===== src/hw/rtl/ims_pkg.sv =====
// ---------------------------------------------------------------------------
// ims_pkg: shared types and constants of the Ising spin update engine
// Holds field widths, command and register codes, the controller state
// encoding and the struct types passed between the engine's modules.
// ---------------------------------------------------------------------------
`default_nettype none

package ims_pkg;

   // Request and response field widths.
   localparam int COORD_W    = 6;
   localparam int COORD_EXT  = 9;    // coordinate widened so it can hold 256
   localparam int THR_W      = 7;
   localparam int THR_COUNT  = 9;
   localparam int TABLE_W    = THR_W * THR_COUNT;
   localparam int RSP_SUM_W  = 14;
   localparam int NSUM_W     = 4;
   localparam int BOND_D_W   = 5;
   localparam int SPIN_D_W   = 3;

   // Bias that turns a neighbour sum of -4..4 into a table slot of 0..8.
   localparam logic [NSUM_W-1:0] NSUM_BIAS = 4'd4;

   // Request commands.
   localparam logic ACT_LOAD  = 1'b0;
   localparam logic ACT_TRIAL = 1'b1;

   // Register indexes on the write port.
   localparam logic CSR_TABLE_UP   = 1'b0;
   localparam logic CSR_TABLE_DOWN = 1'b1;

   // Neighbour slots.
   localparam int NBR_RIGHT = 0;
   localparam int NBR_LEFT  = 1;
   localparam int NBR_DOWN  = 2;
   localparam int NBR_UP    = 3;

   typedef enum logic [2:0] {
      ST_IDLE  = 3'b001,
      ST_FETCH = 3'b010,
      ST_EVAL  = 3'b100
   } ctl_state_type;

   // The four neighbours of a site: whether each lies inside the lattice
   // and its spin (1 is +1, 0 is -1).
   typedef struct packed {
      logic [3:0] present;
      logic [3:0] spin;
   } nbr_type;

   // Outcome of one request at a site.
   typedef struct packed {
      logic                       flip;        // the site changes its spin
      logic                       flipped;     // reported flag, trials only
      logic                       spin_new;
      logic signed [BOND_D_W-1:0] bond_delta;
      logic signed [SPIN_D_W-1:0] spin_delta;
   } eval_result_type;

endpackage

`default_nettype wire


===== src/hw/rtl/ims_trial_eval.sv =====
// ---------------------------------------------------------------------------
// ims_trial_eval: neighbour sum, acceptance test and total deltas
// Decides whether a load or a Metropolis trial changes the site and how
// the bond sum and magnetization move when it does.
// ---------------------------------------------------------------------------
`default_nettype none

module ims_trial_eval
   import ims_pkg::*;
(
   input  wire logic               action,
   input  wire logic               cur_spin,
   input  wire logic               load_value,
   input  wire logic [THR_W-1:0]   rand_percent,
   input  wire nbr_type            nbr,
   input  wire logic [TABLE_W-1:0] table_up,
   input  wire logic [TABLE_W-1:0] table_down,
   output      eval_result_type    res
);

   logic signed [NSUM_W-1:0]   nsum;
   logic [NSUM_W-1:0]          slot;
   logic [TABLE_W-1:0]         table_sel;
   logic [TABLE_W-1:0]         shifted;
   logic [THR_W-1:0]           thr;
   logic signed [BOND_D_W-1:0] two_nsum;
   logic                       flip;

   always_comb begin
      nsum = '0;
      for (int i = 0; i < 4; i++) begin
         if (nbr.present[i]) begin
            nsum = nbr.spin[i] ? nsum + 4'sd1 : nsum - 4'sd1;
         end
      end
   end

   assign slot      = $unsigned(nsum) + NSUM_BIAS;
   assign table_sel = cur_spin ? table_up : table_down;
   assign shifted   = table_sel >> (THR_W * slot);
   assign thr       = shifted[THR_W-1:0];
   assign two_nsum  = {nsum[NSUM_W-1], nsum} <<< 1;

   always_comb begin
      unique case (action)
         ACT_LOAD:  flip = (cur_spin != load_value);
         ACT_TRIAL: flip = (rand_percent < thr);
         default:   flip = 1'b0;
      endcase
   end

   always_comb begin
      res.flip     = flip;
      res.flipped  = flip && (action == ACT_TRIAL);
      res.spin_new = flip ? ~cur_spin : cur_spin;
      // A flip of spin s with neighbour sum n moves the bond sum by -2*s*n
      // and the magnetization by -2*s.
      if (!flip) begin
         res.bond_delta = '0;
         res.spin_delta = '0;
      end else if (cur_spin) begin
         res.bond_delta = -two_nsum;
         res.spin_delta = -3'sd2;
      end else begin
         res.bond_delta = two_nsum;
         res.spin_delta = 3'sd2;
      end
   end

endmodule

`default_nettype wire


===== config.mk =====
export PLATFORM = sky130hd
export DESIGN_NAME = ims_trial_eval
export DESIGN_NICKNAME = d
export VERILOG_FILES = /design/src/hw/rtl/ims_pkg.sv /design/src/hw/rtl/ims_trial_eval.sv
export SDC_FILE = /design/constraint.sdc
export NUM_CORES = 1
export LEC_CHECK = 0
export BUFFER_PORTS_ARGS = -buffer_cell sky130_fd_sc_hd__buf_2
export CAP_MARGIN = 20
export CORE_ASPECT_RATIO = 1.25
export CORE_MARGIN = 2
export CORE_UTILIZATION = 44
export DETAILED_ROUTE_END_ITERATION = 16
export GPL_TIMING_DRIVEN = 0
export PLACE_DENSITY = 0.95
export SKIP_LAST_GASP = 1
export SYNTH_ARGS = -nofsm -noshare
export SYNTH_HDL_FRONTEND = slang
export SYNTH_SLANG_ARGS = --single-unit

===== constraint.sdc =====
create_clock -name vclk -period 11.04
set_clock_uncertainty 0.2 [all_clocks]
set_input_delay 1.656 -clock vclk [all_inputs]
set_output_delay 1.656 -clock vclk [all_outputs]
set_load 0.01 [all_outputs]

==> metrics.md <==
| Metric | Value |
|---|---|
| Fmax | `0.109 GHz` |
| Resized cells post-CTS | `0` |
| Post CTS Setup Buffer Count | `0` |
| WP data arrival | `7.33 ns` |
| Actual slew at the worst max-slew pin | `0.809 ns` |
| Pwr/cell area | `88.3 nW/um2` |
| Commonest non-fill, non-tap cell in the layout | `buf_2` |
| Leakage | `0.00135 uW` |
| Nets | `503` |
| Post-Route WL | `6640 um` |
| Fin. max-slew vios | `0` |
| Worst EP required | `9.18 ns` |
| Sequential cells | `0` |
| Number of distinct library cells after synthesis | `45` |
| Starting density of the core | `0.465` |
| Global-route wire length before repair | `10200 um` |
| GR Util All Layers | `0.294` |
| Sequential share of the synthesized area | `0` |
| Die ar. | `4560 um2` |
| Pre-Repair DR Iteration Count | `4` |
| CP Launch Type | `primary input` |
| Sequential Area | `0 um2` |
| Final ANT Viol Nets | `0` |
| Outcome | `complete, no violations` |
| Min Tclk post-route | `9.19 ns` |
| Cts hold-fix bufs | `0` |
| Initial antenna violation count | `0` |
| Final setup vio count | `0` |
| Final GP Congestion | `0.783` |
| Number of global-route vias before repair | `2338` |
| RSZ-0062 raised after global routing | `no` |
| Slew headroom | `0.461` |
| Layout cells sized above 1 | `0.576` |
| Period utilization | `0.832` |
| Syn. warnings | `0` |
| CLK BUF | `0` |
| Detailed router's first-iteration violation count | `58` |
| Synth Instances | `190` |
| Setup TNS | `0 ns` |
| Critical path class | `in -> out` |
| Post-route DRC | `0` |
| Row cnt | `25` |
| DIE WIDTH | `60.8 um` |
| I/O pin cnt | `155` |
| Floorplan core area | `3820 um2` |
| Mapped Area | `1770 um2` |
| Die height | `75.0 um` |
| Buffers added on ports | `151` |
| Critical Path Sink Type | `output pin` |
| Crit-path max FO | `10` |
| Largest net degree at the start of global routing | `11` |
| P&R area growth vs syn | `46.6%` |
| Drt wl/cell | `16.8 um` |
| Post-Route Utilization | `0.682` |
| Routed vias/inst | `5.67` |
| Area of the multi-input gates | `1660 um2` |
| Vias | `2244` |
| Max-Cap Viols | `0` |
| Diode count | `0` |
| Mean Syn Cell Area | `9.34 um2` |
| Overflow after GRT | `0` |
| HPWL Detailed | `5910 um` |
| VDD IR max | `0.0000609 V` |
| Final Hold Fails | `0` |
| HP Class | `in -> out` |
| Most frequent cells in the layout | `153 x buf_2, 25 x mux4_2, 21 x nand2_1` |
| Fillers | `340` |
==> per-stage QoR <==
step	worst slack [ns]	hold WS [ns]	instance area (um2)	cells	power, uW
final	1.85	3.50	2600	396	230
after detailed placement	1.95	3.49	2600	396	228
after global placement	2.08	3.50	2600	396	218
after CTS	1.92	3.50	2600	396	229
after floorplan	2.86	3.26	1780	191	159
after global routing	1.43	3.53	2600	396	253
==> logic make-up after synthesis <==
group	synth area share
buffers and inverters	0.0649
multiplexers	0.461
AND/OR/NAND/NOR	0.131
other	0.00211
adder cells (fa/ha/maj)	0.114
XOR/XNOR	0.0529
AO/OA/AOI/OAI	0.174
==> per-layer routing <==
metal	global-route usage	part of all wire	vias to the layer above
met2	0.564	0.55	121
met1	0.331	0.35	1060
met3	0.0344	0.069	22
li1	-	-	1041
met5	0	0	-
met4	0.0870	0.030	0
==> cells in the mapped netlist, drive strengths merged <==
master	instances	area, um2
a21oi	11	66.3
conb	1	3.75
a2111oi	1	8.76
and2	1	6.26
o32a	1	22.5
nand2b	2	12.5
mux2	5	63.8
a22o	3	26.3
clkbuf	5	18.8
or2	1	6.26
mux4	25	563
a31oi	2	12.5
nor2	16	60.1
a211o	1	8.76
nor2b	3	26.3
nor3	3	20.0
xor3	1	23.8
o21ai	8	40.0
fa	2	40.0
a21boi	1	7.51
o22ai	1	6.26
o21a	1	7.51
xor2	3	26.3
nand3	3	15.0
buf	10	66.3
a21o	3	22.5
inv	8	30.0
a211oi	3	27.5
nor3b	1	7.51
mux2i	19	190
a31o	1	8.76
ha	13	163
nand2	21	78.8
a32oi	5	43.8
xnor2	5	43.8
==> power breakdown <==
group	total (uW)	internal [uW]	switching [uW]
Clock	0	0	0
Sequential	0	0	0
Combinational	230	114	116
==> path summary, 6_finish.rpt <==
path	startpoint	cells after the start	slack (ns)	endpoint
worst max-delay path	nbr[4]	26	1.85	res[8]
worst min-delay path	rand_percent[0]	5	3.50	res[9]
==> worst max-delay path: stages <==
cell and delay [ns]:
buf_2 0.14, nor2b_4 0.21, xnor2_1 0.13, ha_1 0.25, mux2_4 0.29, fa_1 0.50
nor2b_1 0.06, nor2_1 0.17, fa_1 0.44, and2_1 0.15, o32a_4 0.24, buf_6 0.16
inv_2 0.18, buf_1 0.44, nand2_1 0.13, a32oi_1 0.28, o21ai_1 0.13, ha_1 0.31
a21o_1 0.11, a21oi_1 0.06, o21ai_0 0.35, o22ai_1 0.21, a21oi_4 0.26, inv_1 0.07
ha_1 0.27, buf_2 0.14
==> area by class of cell <==
class                           instances  area share
Multi-Input combinational cell        168       0.639
Timing Repair Buffer                  151       0.291
Tap cell                               54      0.0260
Buffer                                 15      0.0327
Inverter                                8      0.0115
Note: power is estimated with default switching activity, not from simulation.
