**config.mk**
```make
export PLATFORM = sky130hd
export DESIGN_NAME = ims_row_store
export DESIGN_NICKNAME = d
export VERILOG_FILES = /design/src/hw/rtl/ims_pkg.sv /design/src/hw/rtl/ims_row_store.sv
export SDC_FILE = /design/constraint.sdc
export NUM_CORES = 2
export LEC_CHECK = 0
export BUFFER_PORTS_ARGS = -buffer_cell sky130_fd_sc_hd__buf_2
export CORE_UTILIZATION = 33
export CTS_CLUSTER_DIAMETER = 120
export DETAILED_ROUTE_END_ITERATION = 16
export GPL_TIMING_DRIVEN = 1
export HOLD_SLACK_MARGIN = 0.02
export MAX_ROUTING_LAYER = met4
export PLACE_DENSITY_LB_ADDON = 0.05
export SYNTH_ARGS = -nofsm -noshare
export SYNTH_HDL_FRONTEND = slang
export SYNTH_SLANG_ARGS = --single-unit
```
**constraint.sdc**
```tcl
create_clock -name clock -period 6.36 [get_ports clock]
set_input_delay 0.318 -clock clock [delete_from_list [all_inputs] [get_ports clock]]
set_output_delay 0.318 -clock clock [all_outputs]
set_load 0.05 [all_outputs]
```
**src/hw/rtl/ims_pkg.sv**
```systemverilog
// ---------------------------------------------------------------------------
// ims_pkg: shared types and constants of the Ising spin update engine
// Holds field widths, command and register codes, the controller state
// encoding and the struct types passed between the engine's modules.
// ---------------------------------------------------------------------------
`default_nettype none

package ims_pkg;

   // Request and response field widths.
   localparam int COORD_W    = 6;
   localparam int COORD_EXT  = 9;    // coordinate widened so it can hold 256
   localparam int THR_W      = 7;
   localparam int THR_COUNT  = 9;
   localparam int TABLE_W    = THR_W * THR_COUNT;
   localparam int RSP_SUM_W  = 14;
   localparam int NSUM_W     = 4;
   localparam int BOND_D_W   = 5;
   localparam int SPIN_D_W   = 3;

   // Bias that turns a neighbour sum of -4..4 into a table slot of 0..8.
   localparam logic [NSUM_W-1:0] NSUM_BIAS = 4'd4;

   // Request commands.
   localparam logic ACT_LOAD  = 1'b0;
   localparam logic ACT_TRIAL = 1'b1;

   // Register indexes on the write port.
   localparam logic CSR_TABLE_UP   = 1'b0;
   localparam logic CSR_TABLE_DOWN = 1'b1;

   // Neighbour slots.
   localparam int NBR_RIGHT = 0;
   localparam int NBR_LEFT  = 1;
   localparam int NBR_DOWN  = 2;
   localparam int NBR_UP    = 3;

   typedef enum logic [2:0] {
      ST_IDLE  = 3'b001,
      ST_FETCH = 3'b010,
      ST_EVAL  = 3'b100
   } ctl_state_type;

   // The four neighbours of a site: whether each lies inside the lattice
   // and its spin (1 is +1, 0 is -1).
   typedef struct packed {
      logic [3:0] present;
      logic [3:0] spin;
   } nbr_type;

   // Outcome of one request at a site.
   typedef struct packed {
      logic                       flip;        // the site changes its spin
      logic                       flipped;     // reported flag, trials only
      logic                       spin_new;
      logic signed [BOND_D_W-1:0] bond_delta;
      logic signed [SPIN_D_W-1:0] spin_delta;
   } eval_result_type;

endpackage

`default_nettype wire

```
**src/hw/rtl/ims_row_store.sv**
```systemverilog
// ---------------------------------------------------------------------------
// ims_row_store: spin lattice memory, one row per word
// Synchronous memory with two read ports and one write port. A row that
// was never written since reset reads as all spins +1 by way of one valid
// bit per row.
// ---------------------------------------------------------------------------
`default_nettype none

module ims_row_store
   import ims_pkg::*;
#(
   parameter int SIDE = 64
) (
   input  wire logic                       clock,
   input  wire logic                       reset,
   input  wire logic [$clog2(SIDE)-1:0]    rd_a_addr,
   input  wire logic [$clog2(SIDE)-1:0]    rd_b_addr,
   output      logic [SIDE-1:0]            rd_a_row,
   output      logic [SIDE-1:0]            rd_b_row,
   input  wire logic                       wr_en,
   input  wire logic [$clog2(SIDE)-1:0]    wr_addr,
   input  wire logic [SIDE-1:0]            wr_row
);

   logic [SIDE-1:0] mem [SIDE];
   logic [SIDE-1:0] row_valid_ff;
   logic [SIDE-1:0] rd_a_ff;
   logic [SIDE-1:0] rd_b_ff;
   logic            a_valid_ff;
   logic            b_valid_ff;

   always_ff @(posedge clock) begin
      if (wr_en) begin
         mem[wr_addr] <= wr_row;
      end
      rd_a_ff <= mem[rd_a_addr];
      rd_b_ff <= mem[rd_b_addr];
   end

   always_ff @(posedge clock) begin
      if (reset) begin
         row_valid_ff <= '0;
         a_valid_ff   <= 1'b0;
         b_valid_ff   <= 1'b0;
      end else begin
         if (wr_en) begin
            row_valid_ff[wr_addr] <= 1'b1;
         end
         a_valid_ff <= row_valid_ff[rd_a_addr];
         b_valid_ff <= row_valid_ff[rd_b_addr];
      end
   end

   assign rd_a_row = a_valid_ff ? rd_a_ff : '1;
   assign rd_b_row = b_valid_ff ? rd_b_ff : '1;

endmodule

`default_nettype wire

```
==> metrics.md <==
| Metric | Value |
|---|---|
| Status | `completed` |
| Fin nets | `9342` |
| HPWL after DPL | `416000 µm` |
| Final Slew Violations | `0` |
| Endpoint type of the worst setup path | `primary output` |
| Max incr delay on CP | `0.87 ns` |
| Ratio of cells with drive above 1 in the final layout | `39.3%` |
| Hold path start | `wr_row[37]` |
| CTS Buf Count | `522` |
| Multi-input logic area | `63700 µm²` |
| Syn nets | `8880` |
| Min Tclk post-route | `4.01 ns` |
| Global-route wire length before repair | `1020000 µm` |
| Mux share of post-synthesis cell area | `29.4%` |
| Max Fclk | `roughly 250 MHz` |
| Main combinational cell family by area after synthesis | `multiplexers` |
| Antenna violation net count after detailed routing | `0` |
| Total GRT Usage | `26.1%` |
| Worst r2r dst | `rd_b_ff[4]` |
| Total wire length | `between 700000 and 800000 µm` |
| Vias post-DR | `about 110k` |
| Row Count | `280` |
| Worst hold path class | `in2reg` |
| VDD IR max | `0.240 mV` |
| Wire length per cell | `43.4 µm` |
| Final Setup Violations | `0` |
| Post-synthesis adder-cell area fraction | `0%` |
| DRC | `0` |
| Slowest cell on the critical path | `dfxtp_4` |
| Register area share after synthesis | `65.7%` |
| Cell variety after synth | `38` |
| CTS tree | `done` |
| Die Wd | `767 µm` |
| Fill cells | `52.3k` |
| # port buffers | `212` |
| Post-Syn Instances | `8795` |
| Layout Utilization | `38.2%` |
| Starting density of the core | `33.2%` |
| Worst Path Arrival | `3.69 ns` |
| Worst r2r src | `mem[7][4]` |
| P per Cell Area | `294 nW/µm²` |
| Overall power | `65.5 mW` |
| Final Hold Viols | `0` |
| Largest net degree at the start of global routing | `113` |
| Syn. warnings | `0` |
| DRT iter0 DRCs | `~13k` |
| I/O Pins | `213` |
| Critical-path cell list | `buf_4, nand2b_1, buf_2` |
| Required @ worst endpoint | `6.04 ns` |
| Reg-to-reg slack, setup | `3.58 ns` |
| Hold path cells | `1` |
| Clk_skew | `0.0343 ns` |
| Die height | `767 µm` |
| Sequential cell area | `127000 µm²` |
| Xor and xnor area share after synthesis | `0%` |
| Worst-Margin Slew | `1.38 ns` |
| CTS Root Cell | `clkbuf_16` |
| Vias/cell | `6.08` |
| Clk Latency, worst-skew pair | `1.10 ns` |
| Syn Std Cell Area | `193000 µm²` |
| Yosys reg bits | `4290` |
| Unrepaired setup endpoints after global routing | `false` |
| Final Cycle Share | `63.0%` |
| Leakage power | `67.9 nW` |
| GPL Wtd Cong | `0.774` |
| Number of global-route vias before repair | `110k` |
| R2r worst-path depth | `6` |
| Compound-cell area share of the yosys netlist | `1.38%` |
| Setup CP Type | `reg2out` |
| Setup tns final | `0 ns` |
| H-tree depth | `6` |
| Relative slew slack | `approximately 8.2%` |
| Critical Path Fanout Max | `36` |
| CP Launch Type | `flip-flop` |
| P&R area growth vs syn | `15.2%` |
| DR pass1 iterations | `5` |
| # Max-Cap Violations | `0` |
| Clock buffer depth | `4` |
| DIE AREA | `588000 µm²` |
| Initial antenna violation count | `69` |
| Core box area | `582000 µm²` |
| Hold Path End | `mem[63][37]` |
| GRT overflow | `0` |
| Clock Pin Slew Worst Setup and Hold Paths | `around 0.060 ns` |
| Simple logic cell fraction of the synthesized area | `1.87%` |
| Sink Count | `4290` |
| Syn Area/Cell | `between 20 and 25 µm²` |
## synth_stat cells (all sizes together)
master	n	share of area, %
a211o	1	0.0045
buf	390	1.0
nand3b	4	0.016
inv	3	0.0058
mux2i	160	0.83
or3	1	0.0032
a221oi	17	0.077
o211ai	2	0.0078
edfxtp	4096	64
nand2b	133	0.43
a2111oi	1	0.0045
nor2b	17	0.055
nor3b	13	0.051
clkbuf	317	0.62
a311oi	1	0.0045
and3b	1	0.0045
dfxtp	194	2.0
o311a	1	0.0052
o21ai	13	0.034
nor2	313	0.61
a211oi	10	0.039
a21oi	250	0.65
or2	2	0.0065
nand3	6	0.016
o22ai	9	0.029
nand2	28	0.054
nor3	235	0.61
and2	6	0.019
o221ai	110	0.50
a31oi	1	0.0032
a22oi	3	0.012
o32ai	3	0.014
mux2	2	0.012
mux4	2452	29
## report_power, final
part	total, mW	internal, mW	switching, mW
Clock	28.9	16.7	12.2
Sequential	31.6	31.3	0.296
Combinational	5.07	2.06	3.01
Total	65.5	50.0	15.5
## cells by family (layout without fill, tap and decap cells)
family / Yosys count / after routing
simple gates: 759 / 759
mux: 2614 / 2614
flops: 4290 / 4290
compound gates: 422 / 422
other cells: 0 / 29
buf+inv: 710 / 1574
## registers in the layout (all words and copies together) (netlist names)
register      cells
row_valid_ff     64
rd_a_ff          64
rd_b_ff          64
b_valid_ff        1
mem            4096
a_valid_ff        1
## cells in the final DEF, fill, tap and decap left out, types with 4 or more instances in the layout
cell | synthesis | final
diode_2 | 0 | 29
dlygate4sd3_1 | 0 | 75
mux2i_1 | 160 | 160
nor2_1 | 313 | 253
clkbuf_16 | 0 | 534
buf_8 | 0 | 7
o21ai_0 | 13 | 13
dfxtp_1 | 194 | 192
mux4_2 | 2452 | 2452
clkinvlp_4 | 0 | 6
clkbuf_8 | 0 | 45
nor2b_1 | 17 | 15
a221oi_1 | 17 | 17
edfxtp_1 | 4096 | 4096
nand2b_1 | 133 | 131
nand3_1 | 6 | 4
o221ai_1 | 110 | 110
nor2_4 | 0 | 60
nand3b_1 | 4 | 4
clkinv_1 | 0 | 83
o22ai_1 | 9 | 9
a211oi_1 | 10 | 10
a21oi_1 | 250 | 250
and2_1 | 6 | 6
buf_4 | 34 | 249
bufinv_16 | 0 | 19
nand2_1 | 28 | 25
nor3b_1 | 13 | 12
nor3_2 | 0 | 5
clkinv_2 | 0 | 53
inv_6 | 0 | 25
clkinv_8 | 0 | 11
buf_2 | 268 | 201
clkbuf_1 | 317 | 147
buf_12 | 0 | 111
nor3_1 | 235 | 230
## routing by layer
metal / GRT usage (%) / vias to the layer above / wire length (µm)
li1: - / 39900 / -
met1: 35.9 / 60800 / 324000
met2: 41.8 / 4481 / 369000
met3: 3.84 / 875 / 47700
met4: 5.10 / 0 / 16300
met5: - / - / 0
## worst max-delay path, delay by kind of cell, from the launching register on
kind | cells | cell delay, ns
buffers and inverters | 2 | 1.11
DFF | 1 | 0.87
and+or+nand+nor | 1 | 0.48
## stage by stage
stage,cell area [µm²],hold slack (ns),cells,setup slack [ns]
after floorplan,193000,0.417,8795,0.559
after global placement,206000,0.466,16400,2.26
after detailed placement,206000,0.481,16400,2.30
after CTS,222000,0.0232,17400,2.18
after global routing,222000,0.103,17400,2.35
final,223000,0.0782,17400,2.35
## worst max path at each step
stage	from	endpoint	slack, ns
6_report	b_valid_ff	rd_b_row[63]	2.35
3_3_place_gp	wr_en	mem[8][39]	2.26
4_1_cts	b_valid_ff	rd_b_row[63]	2.18
2_1_floorplan	wr_addr[4]	mem[48][0]	0.56
5_1_grt	b_valid_ff	rd_b_row[63]	2.35
3_5_place_dp	wr_addr[1]	mem[8][40]	2.30
## area by class of cell
cell class,count,area share (%)
Antenna cell,29,0.0326
Clock buffer,725,6.53
Clock inverter,201,0.746
Inverter,3,0.00843
Multi-Input combinational cell,3795,28.6
Sequential cell,4290,57.0
Tap cell,7755,4.36
Timing Repair Buffer,645,2.69
## timing repair
action / 4_1_cts / 5_1_grt
setup buffers: 0 / 0
resized for setup: 0 / 0
setup endpoints to repair: 0 / 0
hold buffers: 74 / 1
endpoints found under the hold margin: 3129 / 64
No activity file was read; power rests on OpenSTA's default activity.
